### config.mk
export PLATFORM = sky130hd
export DESIGN_NAME = ssra_ctrl
export DESIGN_NICKNAME = d
export VERILOG_FILES = /design/src/rtl/core/ssra_pkg.sv /design/src/rtl/core/ssra_ctrl.sv
export SDC_FILE = /design/constraint.sdc
export NUM_CORES = 1
export LEC_CHECK = 0
export BUFFER_PORTS_ARGS = -buffer_cell sky130_fd_sc_hd__buf_2
export CORE_AREA = 2 2 39 41
export DETAILED_ROUTE_END_ITERATION = 16
export DIE_AREA = 0 0 41 43
export GPL_TIMING_DRIVEN = 0
export PLACE_DENSITY = 0.47
export SLEW_MARGIN = 20
export SYNTH_ARGS = -nofsm -noshare
export SYNTH_HDL_FRONTEND = slang
export SYNTH_SLANG_ARGS = --single-unit
### constraint.sdc
create_clock -name clk -period 2.4 [get_ports clk]
set_input_delay 0.48 -clock clk [delete_from_list [all_inputs] [get_ports clk]]
set_output_delay 0.48 -clock clk [all_outputs]
set_load 0.02 [all_outputs]
### src/rtl/core/ssra_pkg.sv
package ssra_pkg;

    localparam int NUM_SLOTS   = 4096;
    localparam int SLOT_W      = $clog2(NUM_SLOTS);
    localparam int CNT_W       = SLOT_W + 1;
    localparam int REF_W       = 8;
    localparam int ROW_BITS    = 64;
    localparam int BIT_W       = $clog2(ROW_BITS);
    localparam int ROW_W       = SLOT_W - BIT_W;
    localparam int NUM_ROWS    = NUM_SLOTS / ROW_BITS;
    localparam int STATUS_W    = 3;
    localparam int APB_AW      = 3;
    localparam int APB_DW      = 32;

    // Reset value of the slots_in_use register.
    localparam logic [CNT_W-1:0] SLOTS_RESET = CNT_W'(4096);

    // n / 10 == (n * 3277) >> 15 holds exactly for every 13-bit n.
    localparam int DIV10_MUL   = 3277;
    localparam int DIV10_MUL_W = 12;
    localparam int DIV10_SHIFT = 15;

    // Release results at or above this count are rejected.
    localparam logic [REF_W-1:0] REF_TOO_HIGH = REF_W'(254);
    localparam logic [REF_W-1:0] REF_MAX      = '1;

    localparam logic REG_SLOTS_IN_USE = 1'b0;

    typedef enum logic [1:0] {
        OP_ALLOC   = 2'd0,
        OP_RELEASE = 2'd1,
        OP_DUP     = 2'd2,
        OP_QUERY   = 2'd3
    } op_t;

    typedef enum logic [STATUS_W-1:0] {
        ST_OK        = 3'd0,
        ST_NOFREE    = 3'd1,
        ST_OVERFLOW  = 3'd2,
        ST_UNDERFLOW = 3'd3,
        ST_RANGE     = 3'd4
    } res_status_t;

    typedef enum logic [2:0] {
        S_CLEAR,
        S_IDLE,
        S_LOAD,
        S_SCAN_RD,
        S_SCAN_CHK,
        S_EXEC,
        S_FIN
    } state_t;

    typedef struct packed {
        logic clear;
        logic idle;
        logic accept;
        logic load;
        logic scan_chk;
        logic exec;
        logic fin;
    } ctrl_cmd_t;

    typedef struct packed {
        logic clr_last;
        logic is_alloc;
        logic free_zero;
        logic out_of_range;
        logic scan_hit;
        logic scan_more;
        logic out_free;
    } dp_sts_t;

endpackage

### src/rtl/core/ssra_ctrl.sv
module ssra_ctrl
    import ssra_pkg::*;
(
    input  logic      clk,
    input  logic      rst_n,
    input  logic      in_valid,
    input  dp_sts_t   sts,
    output ctrl_cmd_t cmd
);

    state_t state_reg;
    state_t state_next;

    always_ff @(posedge clk or negedge rst_n)
    begin
        if (!rst_n)
        begin
            state_reg <= S_CLEAR;
        end
        else
        begin
            state_reg <= state_next;
        end
    end

    always_comb
    begin
        state_next = state_reg;
        unique case (state_reg)
            S_CLEAR:
            begin
                if (sts.clr_last)
                begin
                    state_next = S_IDLE;
                end
            end
            S_IDLE:
            begin
                if (in_valid)
                begin
                    state_next = S_LOAD;
                end
            end
            S_LOAD:
            begin
                if (sts.is_alloc)
                begin
                    state_next = sts.free_zero ? S_FIN : S_SCAN_CHK;
                end
                else
                begin
                    state_next = sts.out_of_range ? S_FIN : S_EXEC;
                end
            end
            S_SCAN_RD:
            begin
                state_next = S_SCAN_CHK;
            end
            S_SCAN_CHK:
            begin
                priority if (sts.scan_hit)
                begin
                    state_next = S_FIN;
                end
                else if (sts.scan_more)
                begin
                    state_next = S_SCAN_RD;
                end
                else
                begin
                    state_next = S_FIN;
                end
            end
            S_EXEC:
            begin
                state_next = S_FIN;
            end
            S_FIN:
            begin
                if (sts.out_free)
                begin
                    state_next = S_IDLE;
                end
            end
            default:
            begin
                state_next = S_IDLE;
            end
        endcase
    end

    always_comb
    begin
        cmd = '0;
        unique case (state_reg)
            S_CLEAR:
            begin
                cmd.clear = 1'b1;
            end
            S_IDLE:
            begin
                cmd.idle   = 1'b1;
                cmd.accept = in_valid;
            end
            S_LOAD:
            begin
                cmd.load = 1'b1;
            end
            S_SCAN_RD:
            begin
                cmd = '0;
            end
            S_SCAN_CHK:
            begin
                cmd.scan_chk = 1'b1;
            end
            S_EXEC:
            begin
                cmd.exec = 1'b1;
            end
            S_FIN:
            begin
                cmd.fin = sts.out_free;
            end
            default:
            begin
                cmd = '0;
            end
        endcase
    end

    a_exec_after_load: assert property (@(posedge clk) disable iff (!rst_n)
        (state_reg == S_EXEC) |-> ($past(state_reg) == S_LOAD))
        else $error("execute state not entered from load");

    a_fin_needs_room: assert property (@(posedge clk) disable iff (!rst_n)
        cmd.fin |-> sts.out_free)
        else $error("result written while output register is occupied");

endmodule

== Word-level counts from Yosys, hierarchy flattened ==
Cells that the tools add are included.

* Input bits: 10
* Word-level logic and storage cells: 27
* Bits in registers: 3
* Output and inout bits: 7

* Muxes and demuxes: 15
* Equality and inequality tests: 9
* Reduce and logical (&&, ||, !) cells: 2

{| class="wikitable"
|+ Operators with widths
! cell !! number
|-
| $pmux 3 s7 || 1
|-
| $mux 3 || 5
|-
| $eq 3x3->1 const B || 3
|-
| $mux 2 || 4
|-
| $eq 3x2->1 const B || 2
|-
| $ne 2x2->1 const B || 3
|-
| $mux 1 || 5
|-
| $eq 3x1->1 const B || 1
|-
| $logic_not 3->1 || 1
|-
| $reduce_and 3->1 || 1
|}

== Depth between registers and ports, before layout ==
Gate-level depths: netlist of the first run.

* Word-level depth: 3
* Gate-level depth with buffers: 6
* Gate-level depth less buffers: 6

== Least setup slack after synthesis of the first run ==
OpenSTA, ideal clock, no wires.

* Path type: register to output
* Start: reg state_reg[2]
* End: out cmd[0] (netlist bit)
* Slack: 0.624 ns
* Stages on the path, launching flop included: 3
* Buffers on the path: 0
* Arrival: 1.296 ns
* Data required time: 1.920 ns
* Cell sequence: dfrtp_1 inv_2 nor4b_1

{| class="wikitable"
|+ RTL lines
! what !! RTL line !! source
|-
| start, declared || ssra_ctrl.sv:11 || <nowiki>state_t state_reg;</nowiki>
|-
| start signal, assigned || ssra_ctrl.sv:22 || <nowiki>state_reg <= state_next;</nowiki>
|-
| end, declared || ssra_ctrl.sv:8 || <nowiki>output ctrl_cmd_t cmd</nowiki>
|}

==> results by group, run 1 <==
Timing
  – Fin Clk Skew: 0.6215 ps
  – Max Fclk: 558.4 MHz
  – Max-slew headroom: 80.19%
  – PnR worst setup slack: 609.3 ps
  – Finish-stage setup viols: 0
  – Max Slew Vio Count: 0
  – Worst-margin pin slew: 295.2 ps
  – Setup TNS: 0 ps
  – Fin crit period: 1791 ps
  – Unrepaired setup endpoints after global routing: false
  – Final Hold Viols: 0
  – Final worst path period share: 74.61%

Die
  – Die Area: 1763 sq um
  – Initial Util: 20.98%
  – Core area: 1384 sq um
  – Die W: 41 microns
  – Die H: 43 microns
  – Num rows: 14
  – I/O pins: 17

Drt
  – Final ANT Viol Nets: 0
  – Vias per inst: 4.694
  – 1st-pass router iterations: 4
  – Post-DR wirelength/cell: 10.22 microns
  – DRC errors left: 0
  – Vias: 338
  – Total Wirelength: 736 microns
  – Initial drt markers: 12

Synth
  – Avg Inst Size Synth: 8.063 sq um
  – Post-Syn Instances: 36
  – Post-synth cell types: 22
  – Synth top area share: 25.86%
  – Sequential fraction of the synthesis area: 25.86%
  – Post-Syn Area: 290.3 sq um
  – Synth Register Bits: 3
  – Synth warn: 0
  – Top area cells in the synthesized netlist: dfrtp_1, ha_1, nor3_1, nand2_1, nor3b_1
  – Net Count, Synth: 48
  – Dominant cell type by area after synthesis: dfrtp_1

Pwr
  – P per Cell Area: 1351 nW/um^2
  – P_leak: 0.2240 nW
  – Worst IR Drop VDD: 0.0003456 V

Status
  – Run status: finished clean

Placement
  – Pre-CTS setup slack: 777.9 ps
  – GPL Wtd Cong: 0.6517
  – Area after DPL: 390.4 sq um
  – Post-DP HPWL: 586.7 microns
  – # port buffers: 16

Clock network
  – Worst-path clk slew: 30 ps
  – Bufs on Longest Clock Path: 2
  – Post-CTS setup buffers: 0
  – Clk_lat worst skew: 230 ps
  – Post-cts hold buffer count: 0
  – Clock sink total: 3
  – Clock buffer count from CTS: 3
  – CTS root buf: clkbuf_4
  – Post_cts resized: 0
  – CTS H-tree lvls: 1
  – CTS tree: done

Global routing
  – GR Overflow Total: 0
  – Initial antenna violation count: 0
  – Largest net degree at the start of global routing: 11
  – Number of global-route vias before repair: 317
  – GRT Total Usage: 10.16%
  – First-pass GRT wire length: 1221 microns

Setup path
  – R2r worst-path depth: 6
  – CP Class: reg -> out
  – Slowest-stage cell, CP: dfrtp_1
  – CP bufs+invs: 2
  – Worst Path Required: 1920 ps
  – Worst endpoint data arrival time: 1310 ps
  – Worst path max stage delay: 440 ps
  – CP Cell Sequence: inv_1, nor4b_1, buf_2
  – Worst-path maximum fanout: 7
  – Stages on worst setup path: 3
  – Crit end category: primary output
  – Top cell family by delay on the critical path: flip-flops
  – CP Launch Type: flop

Final layout
  – Fin area: 416.7 sq um
  – Layout cell share with drive strength beyond 1: 42.86%
  – Area Overhead vs Synth: 43.53%
  – Max FFs per register: 3
  – Most common cell after layout, fill and taps aside: buf_2
  – Most frequent cells in the layout: buf_2, nand2_1
  – Layout net count: 69
  – Antenna Cells: 0

Run
  – Max_cap viols: 0

Hold path
  – Worst min path class: in -> async
==> logic make-up (layout without fill, tap and decap cells) <==
| group | count (synthesis) | after routing | synth area share, % |
|---|---|---|---|
| flops | 3 | 3 | 25.86 |
| simple gates | 16 | 16 | 32.75 |
| fa+ha+maj | 2 | 2 | 8.619 |
| mux | 2 | 2 | 7.327 |
| buf+inv | 5 | 25 | 6.893 |
| compound gates | 8 | 8 | 18.54 |
==> per-layer routing <==
layer | share of wire, % | global-route usage (%) | vias to the layer above | wire [microns]
met5 | 0 | 0 | - | 0
met4 | 0 | 6.000 | 0 | 0
met3 | 5.7 | 1.571 | 0 | 42
met2 | 49 | 15.31 | 15 | 362
met1 | 45 | 12.94 | 148 | 331
li1 | - | - | 175 | -
==> synthesized netlist by cell type <==
cell type,n
nor3b_1,2
or4_4,1
and3_1,2
ha_1,2
o22ai_1,1
inv_1,3
a21oi_1,2
mux2_2,1
o2bb2ai_1,1
nand2_1,4
nand2_2,1
nor4b_1,1
o211a_1,1
mux2i_1,1
o21ai_1,2
nor2_1,1
a311oi_1,1
dfrtp_1,3
buf_2,1
nor3_1,3
or4_1,1
inv_2,1
==> worst reg2reg max path, stage by stage (launching register included) <==
cell,delay (ps)
dfrtp_1,440
inv_1,150
ha_1,340
inv_1,90
a21oi_1,50
a311oi_1,310
o22ai_1,140
==> worst paths after layout <==
path | slack, ps | start | to
setup / recovery | 610 | state_reg[1] | cmd[0]
hold / removal | 40 | rst_n | state_reg[0]
setup reg to reg | 740 | state_reg[1] | state_reg[0]
hold reg to reg | 610 | state_reg[0] | state_reg[2]
max in group asynchronous | 2250 | rst_n | state_reg[2]
min in group clk | 510 | in_valid | state_reg[0]
==> where the power goes <==
part / internal, W / leakage, nW / switching (W) / total (W)
Sequential: 0.0000757 / 0.0386 / 0.0000350 / 0.000111
Combinational: 0.000139 / 0.170 / 0.000228 / 0.000367
Clock: 0.0000621 / 0.0150 / 0.0000228 / 0.0000849
Total: 0.000277 / 0.224 / 0.000286 / 0.000563
==> per-stage QoR <==
stage / power, W / cells / utilization, % / hold slack, ps
global placement: 0.0004806 / 68 / 28.21 / 275.0
finish: 0.0005631 / 72 / 30.11 / 40.83
floorplan: 0.0003778 / 36 / - / 184.4
detailed placement: 0.0004798 / 68 / 28.21 / 279.2
global route: 0.0006272 / 72 / 30.11 / 29.35
CTS: 0.0005701 / 72 / 30.11 / 35.98
==> layout make-up <==
class / count / area (sq um)
timing repair buffer: 16 / 80.08
inverter: 4 / 15.01
sequential: 3 / 75.07
buffer: 1 / 5.005
multi-input combinational: 28 / 195.2
fill: 170 / 967.2
clock buffer: 4 / 26.28
tap: 16 / 20.02
Power figures use the tool's default switching activity.
==> inputs of run 2 (changes only) <==
--- a/config.mk
+++ b/config.mk
@@ -5,12 +5,13 @@
 export SDC_FILE = /design/constraint.sdc
 export NUM_CORES = 1
 export LEC_CHECK = 0
+export ABC_AREA = 1
 export BUFFER_PORTS_ARGS = -buffer_cell sky130_fd_sc_hd__buf_2
 export CORE_AREA = 2 2 39 41
 export DETAILED_ROUTE_END_ITERATION = 16
 export DIE_AREA = 0 0 41 43
 export GPL_TIMING_DRIVEN = 0
-export PLACE_DENSITY = 0.47
+export PLACE_DENSITY = 0.49
 export SLEW_MARGIN = 20
 export SYNTH_ARGS = -nofsm -noshare
 export SYNTH_HDL_FRONTEND = slang
==> constraint.sdc (replaced) <==
create_clock -name clk -period 1.9 [get_ports clk]
set_input_delay 0.38 -clock clk [delete_from_list [all_inputs] [get_ports clk]]
set_output_delay 0.38 -clock clk [all_outputs]
set_load 0.02 [all_outputs]
==> run 2 against run 1 <==
  * Routed wire length decreased by 5.2%
  * Sequential cell count unchanged
  * Combinational power increased by 9.0%
  * Critical path depth unchanged
  * Clock power increased by 32%
  * Total power increased by 11%
  * Synthesized cell count increased by 39%
  * Non-clock buffer count increased by 1
  * Clock skew increased by 2.8 ps
  * Global-route usage decreased by 1.5 points
  * Clock-buffer cell count unchanged
  * Critical path type unchanged
  * Largest cell class unchanged
==> results by group, run 2 <==
Final layout
  – Fin area: 451.7 sq um (was 416.7 sq um)
  – Antenna Cells: 0 (unchanged)
  – Most common cell after layout, fill and taps aside: buf_2 (unchanged)
  – Area Overhead vs Synth: 43.25% (was 43.53%)
  – Max FFs per register: 3 (unchanged)
  – Most frequent cells in the layout: buf_2, nand2_1, inv_1 (was buf_2, nand2_1)
  – Layout cell share with drive strength beyond 1: 36.62% (was 42.86%)
  – Fillers: 157 (was 170)
  – Layout net count: 84 (was 69)

Global routing
  – GRT Total Usage: 8.661% (was 10.16%)
  – First-pass GRT wire length: 1055 microns (was 1221 microns)
  – Initial antenna violation count: 0 (unchanged)
  – GR Overflow Total: 0 (unchanged)
  – Number of global-route vias before repair: 302 (was 317)
  – Largest net degree at the start of global routing: 9 (was 11)

Timing
  – Worst-margin pin slew: 271.0 ps (was 295.2 ps)
  – Fin crit period: 1694 ps
  – Final worst path period share: 89.13%
  – Fin Clk Skew: 3.414 ps (was 0.6215 ps)
  – Setup TNS: 0 ps (unchanged)
  – Unrepaired setup endpoints after global routing: false (unchanged)
  – Max Fclk: 590.5 MHz
  – WHS: 440.9 ps (was 40.83 ps)
  – Max-slew headroom: 81.93% (was 80.19%)
  – Final Hold Viols: 0 (unchanged)
  – Finish-stage setup viols: 0 (unchanged)
  – Max Slew Vio Count: 0 (unchanged)

Synth
  – Synth Flop Type: dfrtp_1 (unchanged)
  – Post-Syn Area: 315.3 sq um (was 290.3 sq um)
  – Post-synth cell types: 18 (was 22)
  – Synth top area share: 23.81% (was 25.86%)
  – Net Count, Synth: 62 (was 48)
  – Ys async rst share: 100.0% (unchanged)
  – Commonest cells in the netlist: nand2_1, inv_1, nand3_1 (was nand2_1, dfrtp_1, inv_1, nor3_1)
  – Mux share of post-synthesis cell area: 0% (was 7.328%)
  – Synth Area in Compound Gates: 1.587% (was 18.53%)
  – Post-Syn Instances: 50 (was 36)
  – Most common cell in the synthesized netlist: nand2_1 (unchanged)
  – Synth Register Bits: 3 (unchanged)
  – Top area cells in the synthesized netlist: dfrtp_1, nand2_1, inv_1, nand3_1, ha_1 (was dfrtp_1, ha_1, nor3_1, nand2_1, nor3b_1)
  – Synth warn: 0 (unchanged)
  – Adder-cell share of the synthesized area: 7.937% (was 8.621%)
  – Avg Inst Size Synth: 6.306 sq um (was 8.063 sq um)
  – Largest family of logic cells by synthesized area: simple AND/OR/NAND/NOR gates (unchanged)
  – Sequential fraction of the synthesis area: 23.81% (was 25.86%)
  – Simple-gate share of the synthesized area: 49.60% (was 32.76%)
  – Dominant cell type by area after synthesis: dfrtp_1 (unchanged)
  – XOR/XNOR share of the synthesized area: 0% (unchanged)
  – Post-synth EDFFs: 0 (unchanged)

Pwr
  – P per Cell Area: 1384 nW/um^2 (was 1351 nW/um^2)
  – Worst IR Drop VDD: 0.0004207 V (was 0.0003456 V)
  – P_leak: 0.2848 nW (was 0.2240 nW)

Drt
  – DRC errors left: 0 (unchanged)
  – Total Wirelength: 698 microns (was 736 microns)
  – Initial drt markers: 1 (was 12)
  – Met1 WL: 325 microns (was 331 microns)
  – Vias per inst: 4.034 (was 4.694)
  – Post-DR wirelength/cell: 8.023 microns (was 10.22 microns)
  – Final ANT Viol Nets: 0 (unchanged)
  – Vias: 351 (was 338)
  – 1st-pass router iterations: 2 (was 4)
  – Routed wire length on met3: 42 microns (unchanged)
  – Max Used Layer: met3 (unchanged)
  – Met2 wire length: 329 microns (was 362 microns)

Clock network
  – Bufs on Longest Clock Path: 2 (unchanged)
  – Clk_lat worst skew: 230 ps (about the same)
  – CTS H-tree lvls: 1 (unchanged)
  – Post_cts resized: 0 (unchanged)
  – Post-CTS setup buffers: 0 (unchanged)
  – Clock buffer count from CTS: 3 (unchanged)
  – Clock sink total: 3 (unchanged)
  – Worst-path clk slew: 40 ps (was 30 ps)
  – CTS root buf: clkbuf_4 (unchanged)
  – CTS tree: done (unchanged)

Setup path
  – Worst endpoint data arrival time: 1310 ps (about the same)
  – Reg2reg setup slack: 660 ps (was 740 ps)
  – Reg2reg start: state_reg[1] (unchanged)
  – Worst Path Required: 1520 ps (was 1920 ps)
  – CP startpoint: state_reg[2] (was state_reg[1])
  – Crit end category: primary output (unchanged)
  – Slowest-stage cell, CP: dfrtp_1 (unchanged)
  – Worst R2R End: state_reg[0] (unchanged)
  – CP Cell Sequence: inv_2, nor4_1, buf_2 (was inv_1, nor4b_1, buf_2)
  – Critical Path Sink: cmd[0] (unchanged)
  – CP Launch Type: flop (unchanged)
  – Worst path max stage delay: 480 ps (was 440 ps)
  – CP Class: reg -> out (unchanged)
  – R2r worst-path depth: 6 (unchanged)
  – Worst-path maximum fanout: 8 (was 7)

Die
  – Die Area: 1763 sq um (unchanged)
  – Die H: 43 microns (unchanged)
  – I/O pins: 17 (unchanged)
  – Num rows: 14 (unchanged)
  – Die W: 41 microns (unchanged)
  – Core area: 1384 sq um (unchanged)
  – Initial Util: 22.78% (was 20.98%)

Placement
  – Area after DPL: 415.4 sq um (was 390.4 sq um)
  – Post-DP HPWL: 548.9 microns (was 586.7 microns)
  – GPL Wtd Cong: 0.7356 (was 0.6517)
  – # port buffers: 16 (unchanged)

Hold path
  – Worst min path class: in -> reg (was in -> async)

Status
  – Run status: finished clean (unchanged)

Run
  – Max_cap viols: 0 (unchanged)
run 2: worst min path at each step:
stage	from	to	depth (start not counted)
3_5_place_dp	rst_n	state_reg[0]	1
6_report	in_valid	state_reg[0]	4
2_1_floorplan	rst_n	state_reg[0]	0
4_1_cts	in_valid	state_reg[0]	4
5_1_grt	in_valid	state_reg[0]	4
3_3_place_gp	rst_n	state_reg[0]	1
run 2: layout make-up:
| cell class | count | area (sq um) | area share, % |
|---|---|---|---|
| Inverter | 13 | 48.80 | 10.80 |
| Timing Repair Buffer | 17 | 90.09 | 19.94 |
| Sequential cell | 3 | 75.07 | 16.62 |
| Tap cell | 16 | 20.02 | 4.432 |
| Buffer | 1 | 5.005 | 1.108 |
| Clock buffer | 4 | 26.28 | 5.817 |
| Multi-Input combinational cell | 33 | 186.4 | 41.27 |
run 2: kinds of logic after synthesis:
kind of cell / count (synthesis)
compound gates: 1
flops: 3
fa+ha+maj: 2
simple gates: 30
buf+inv: 14
run 2: layer usage:
| layer | track usage [%] | vias up |
|---|---|---|
| li1 | - | 198 |
| met2 | 14.69 | 10 |
| met5 | 0 | - |
| met3 | 0 | 0 |
| met1 | 9.740 | 143 |
| met4 | 6.000 | 0 |
run 2: critical path, delay by kind of cell (launching register included):
family / cells / cell delay (ps)
flops: 1 / 480
simple gates: 1 / 280
buf+inv: 2 / 320
run 2: where the power goes:
group          leakage, nW  internal (W)  switching (W)
Clock               0.0150     0.0000787      0.0000330
Combinational        0.231      0.000139       0.000261
Sequential          0.0391     0.0000880      0.0000252
run 2: what timing repair did:
action	in CTS	in global routing
setup endpoints to repair	0	0
endpoints found under the hold margin	3	0
hold buffers	1	0
run 2: per-stage QoR:
stage	util (%)	power, W	setup WS, ps	instances
after floorplan	-	0.0004153	266.5	50
after global placement	30.02	0.0005206	472.2	82
after detailed placement	30.02	0.0005162	465.9	82
after CTS	32.64	0.0006336	208.1	87
after global routing	32.64	0.0006842	150.3	87
final	32.64	0.0006253	206.5	87
==> inputs of run 3 (changes only) <==
--- a/config.mk
+++ b/config.mk
@@ -5,13 +5,13 @@
 export SDC_FILE = /design/constraint.sdc
 export NUM_CORES = 1
 export LEC_CHECK = 0
-export ABC_AREA = 1
 export BUFFER_PORTS_ARGS = -buffer_cell sky130_fd_sc_hd__buf_2
 export CORE_AREA = 2 2 39 41
 export DETAILED_ROUTE_END_ITERATION = 16
 export DIE_AREA = 0 0 41 43
 export GPL_TIMING_DRIVEN = 0
-export PLACE_DENSITY = 0.49
+export PLACE_DENSITY = 0.47
+export REMOVE_ABC_BUFFERS = 1
 export SLEW_MARGIN = 20
 export SYNTH_ARGS = -nofsm -noshare
 export SYNTH_HDL_FRONTEND = slang
==> constraint.sdc (replaced) <==
create_clock -name clk -period 1.6 [get_ports clk]
set_input_delay 0.32 -clock clk [delete_from_list [all_inputs] [get_ports clk]]
set_output_delay 0.32 -clock clk [all_outputs]
set_load 0.02 [all_outputs]
==> run 3 against run 2 <==
  * Clock-buffer cell count unchanged
  * Critical endpoint unchanged
  * Clock skew down 3.1 ps
  * Total power up 34%
  * Worst hold slack worse by 110 ps
  * Critical path depth unchanged
  * Largest power group unchanged
==> results by group, run 3 (synthesis results as in run 1) <==
Die
  – Core area: 1384 sq um (unchanged)
  – Die Area: 1763 sq um (unchanged)
  – Die W: 41 microns (unchanged)
  – Initial Util: 20.98% (was 22.78%)
  – Num rows: 14 (unchanged)
  – I/O pins: 17 (unchanged)
  – Die H: 43 microns (unchanged)

Timing
  – PnR worst setup slack: 42.50 ps (was 206.5 ps)
  – Max-slew headroom: 77.89% (was 81.93%)
  – Max Slew Vio Count: 0 (unchanged)
  – Worst-margin pin slew: 331.7 ps (was 271.0 ps)
  – WHS: 335.0 ps (was 440.9 ps)
  – Max Fclk: 642.1 MHz
  – Final worst path period share: 97.34%
  – Fin crit period: 1558 ps
  – Fin Clk Skew: 0.3083 ps (was 3.414 ps)
  – Finish-stage setup viols: 0 (unchanged)
  – Unrepaired setup endpoints after global routing: true (was false)
  – Final Hold Viols: 0 (unchanged)

Final layout
  – Antenna Cells: 0 (unchanged)
  – Most common cell after layout, fill and taps aside: buf_2 (unchanged)
  – Most frequent cells in the layout: buf_2, nand2_1, nor3_1, clkbuf_4 (was buf_2, nand2_1, inv_1)
  – Layout net count: 69 (was 84)
  – Area Overhead vs Synth: 46.98% (was 43.25%)
  – Layout cell share with drive strength beyond 1: 48.21% (was 36.62%)
  – Finished Layout Cells: 72 (was 87)
  – Fin area: 426.7 sq um (was 451.7 sq um)
  – Max FFs per register: 3 (unchanged)

Pwr
  – Tot Pwr: 0.0008364 W (was 0.0006253 W)
  – P per Cell Area: 1960 nW/um^2 (was 1384 nW/um^2)
  – P_leak: 0.2214 nW (was 0.2848 nW)
  – Worst IR Drop VDD: 0.0004842 V (was 0.0004207 V)

Global routing
  – Initial antenna violation count: 0 (unchanged)
  – GR Overflow Total: 0 (unchanged)
  – Number of global-route vias before repair: 266 (was 302)
  – GRT Total Usage: 7.754% (was 8.661%)
  – First-pass GRT wire length: 972 microns (was 1055 microns)
  – Largest net degree at the start of global routing: 13 (was 9)

Run
  – Max_cap viols: 0 (unchanged)

Clock network
  – Worst-path clk slew: 30 ps (was 40 ps)
  – Clk_lat worst skew: 220 ps (was 230 ps)
  – Clock sink total: 3 (unchanged)
  – CTS H-tree lvls: 1 (unchanged)
  – Bufs on Longest Clock Path: 2 (unchanged)
  – CTS tree: done (unchanged)
  – CTS root buf: clkbuf_4 (unchanged)
  – Clock buffer count from CTS: 3 (unchanged)
  – Post-CTS setup buffers: 0 (unchanged)

Drt
  – Vias: 324 (was 351)
  – DRC errors left: 0 (unchanged)
  – Met2 wire length: 278 microns (was 329 microns)
  – Post-DR wirelength/cell: 9.194 microns (was 8.023 microns)
  – Max Used Layer: met3 (unchanged)
  – Vias per inst: 4.500 (was 4.034)
  – Final ANT Viol Nets: 0 (unchanged)
  – Routed wire length on met3: 54 microns (was 42 microns)
  – Met1 WL: 328 microns (was 325 microns)
  – Initial drt markers: 11 (was 1)
  – 1st-pass router iterations: 4 (was 2)
  – Total Wirelength: 662 microns (was 698 microns)

Status
  – Run status: finished clean (unchanged)

Setup path
  – CP startpoint: state_reg[2] (unchanged)
  – Worst Path Required: 1280 ps (was 1520 ps)
  – Worst path max stage delay: 430 ps (was 480 ps)
  – CP Launch Type: flop (unchanged)
  – Reg2reg setup slack: 110 ps (was 660 ps)
  – Crit end category: primary output (unchanged)
  – Worst-path maximum fanout: 8 (unchanged)
  – Reg2reg start: state_reg[1] (unchanged)
  – CP Class: reg -> out (unchanged)
  – Worst endpoint data arrival time: 1240 ps (was 1310 ps)
  – Slowest-stage cell, CP: dfrtp_2 (was dfrtp_1)
  – CP Cell Sequence: inv_2, nor4b_1, buf_2 (was inv_2, nor4_1, buf_2)

Hold path
  – Worst min path class: in -> reg (unchanged)
  – Hold wc startpoint: in_valid (unchanged)

Placement
  – GPL Wtd Cong: 0.6885 (was 0.7356)
  – # port buffers: 16 (unchanged)
  – Pre-CTS setup slack: 20.06 ps (was 465.9 ps)
  – Cell total after placement: 67 (was 82)
  – Post-DP HPWL: 540.7 microns (was 548.9 microns)
  – Area after DPL: 385.4 sq um (was 415.4 sq um)
run 3: cell count changes in the layout (fill, tap and decap cells not counted), sizes merged, moves of 2 or more:
cell,change
or4,+2
and3,+2
nand2,-6
o21ai,+2
nand4,-2
nand3,-7
nor2,-4
inv,-8
nor3b,+2
run 3: path summary, 6_finish.rpt:
kind	to	depth (start not counted)
setup / recovery	cmd[0]	3
hold / removal	state_reg[0]	2
min in group asynchronous	state_reg[0]	2
hold reg to reg	state_reg[0]	2
setup reg to reg	state_reg[0]	6
max in group asynchronous	state_reg[1]	2
run 3: report_power, final:
group	switching [W]	total, W	leakage [nW]	internal (W)
Combinational	0.000300	0.000507	0.171	0.000207
Clock	0.0000332	0.000126	0.0150	0.0000931
Sequential	0.0000853	0.000203	0.0356	0.000118
run 3: layout make-up:
type / count / area (sq um)
tap: 16 / 20.02
timing repair buffer: 17 / 90.09
fill: 155 / 957.2
sequential: 3 / 77.57
clock buffer: 4 / 26.28
inverter: 4 / 15.01
multi-input combinational: 28 / 197.7
run 3: repair_timing:
action	CTS	global route
hold buffers	1	0
endpoints found under the setup margin	1	4
resized for setup	2	2
endpoints found under the hold margin	3	0
run 3: per-layer routing:
metal  global-route usage, %  up-vias
li1                        -      176
met2                   10.94       15
met1                   11.69      133
met3                       0        0
met5                       0        -
met4                   4.000        0
run 3: metrics by stage:
stage               setup TNS, ps  utilization (%)
floorplan                  -15.60                -
global placement           -17.33            27.85
detailed placement              0            27.85
CTS                             0            30.65
global route               -48.10            30.83
finish                          0            30.83
run 3: critical path: cells and delay by family, from the launching register on:
| kind | cells | cell delay, ps |
|---|---|---|
| buffers and inverters | 2 | 300 |
| DFF | 1 | 430 |
| and+or+nand+nor | 1 | 280 |
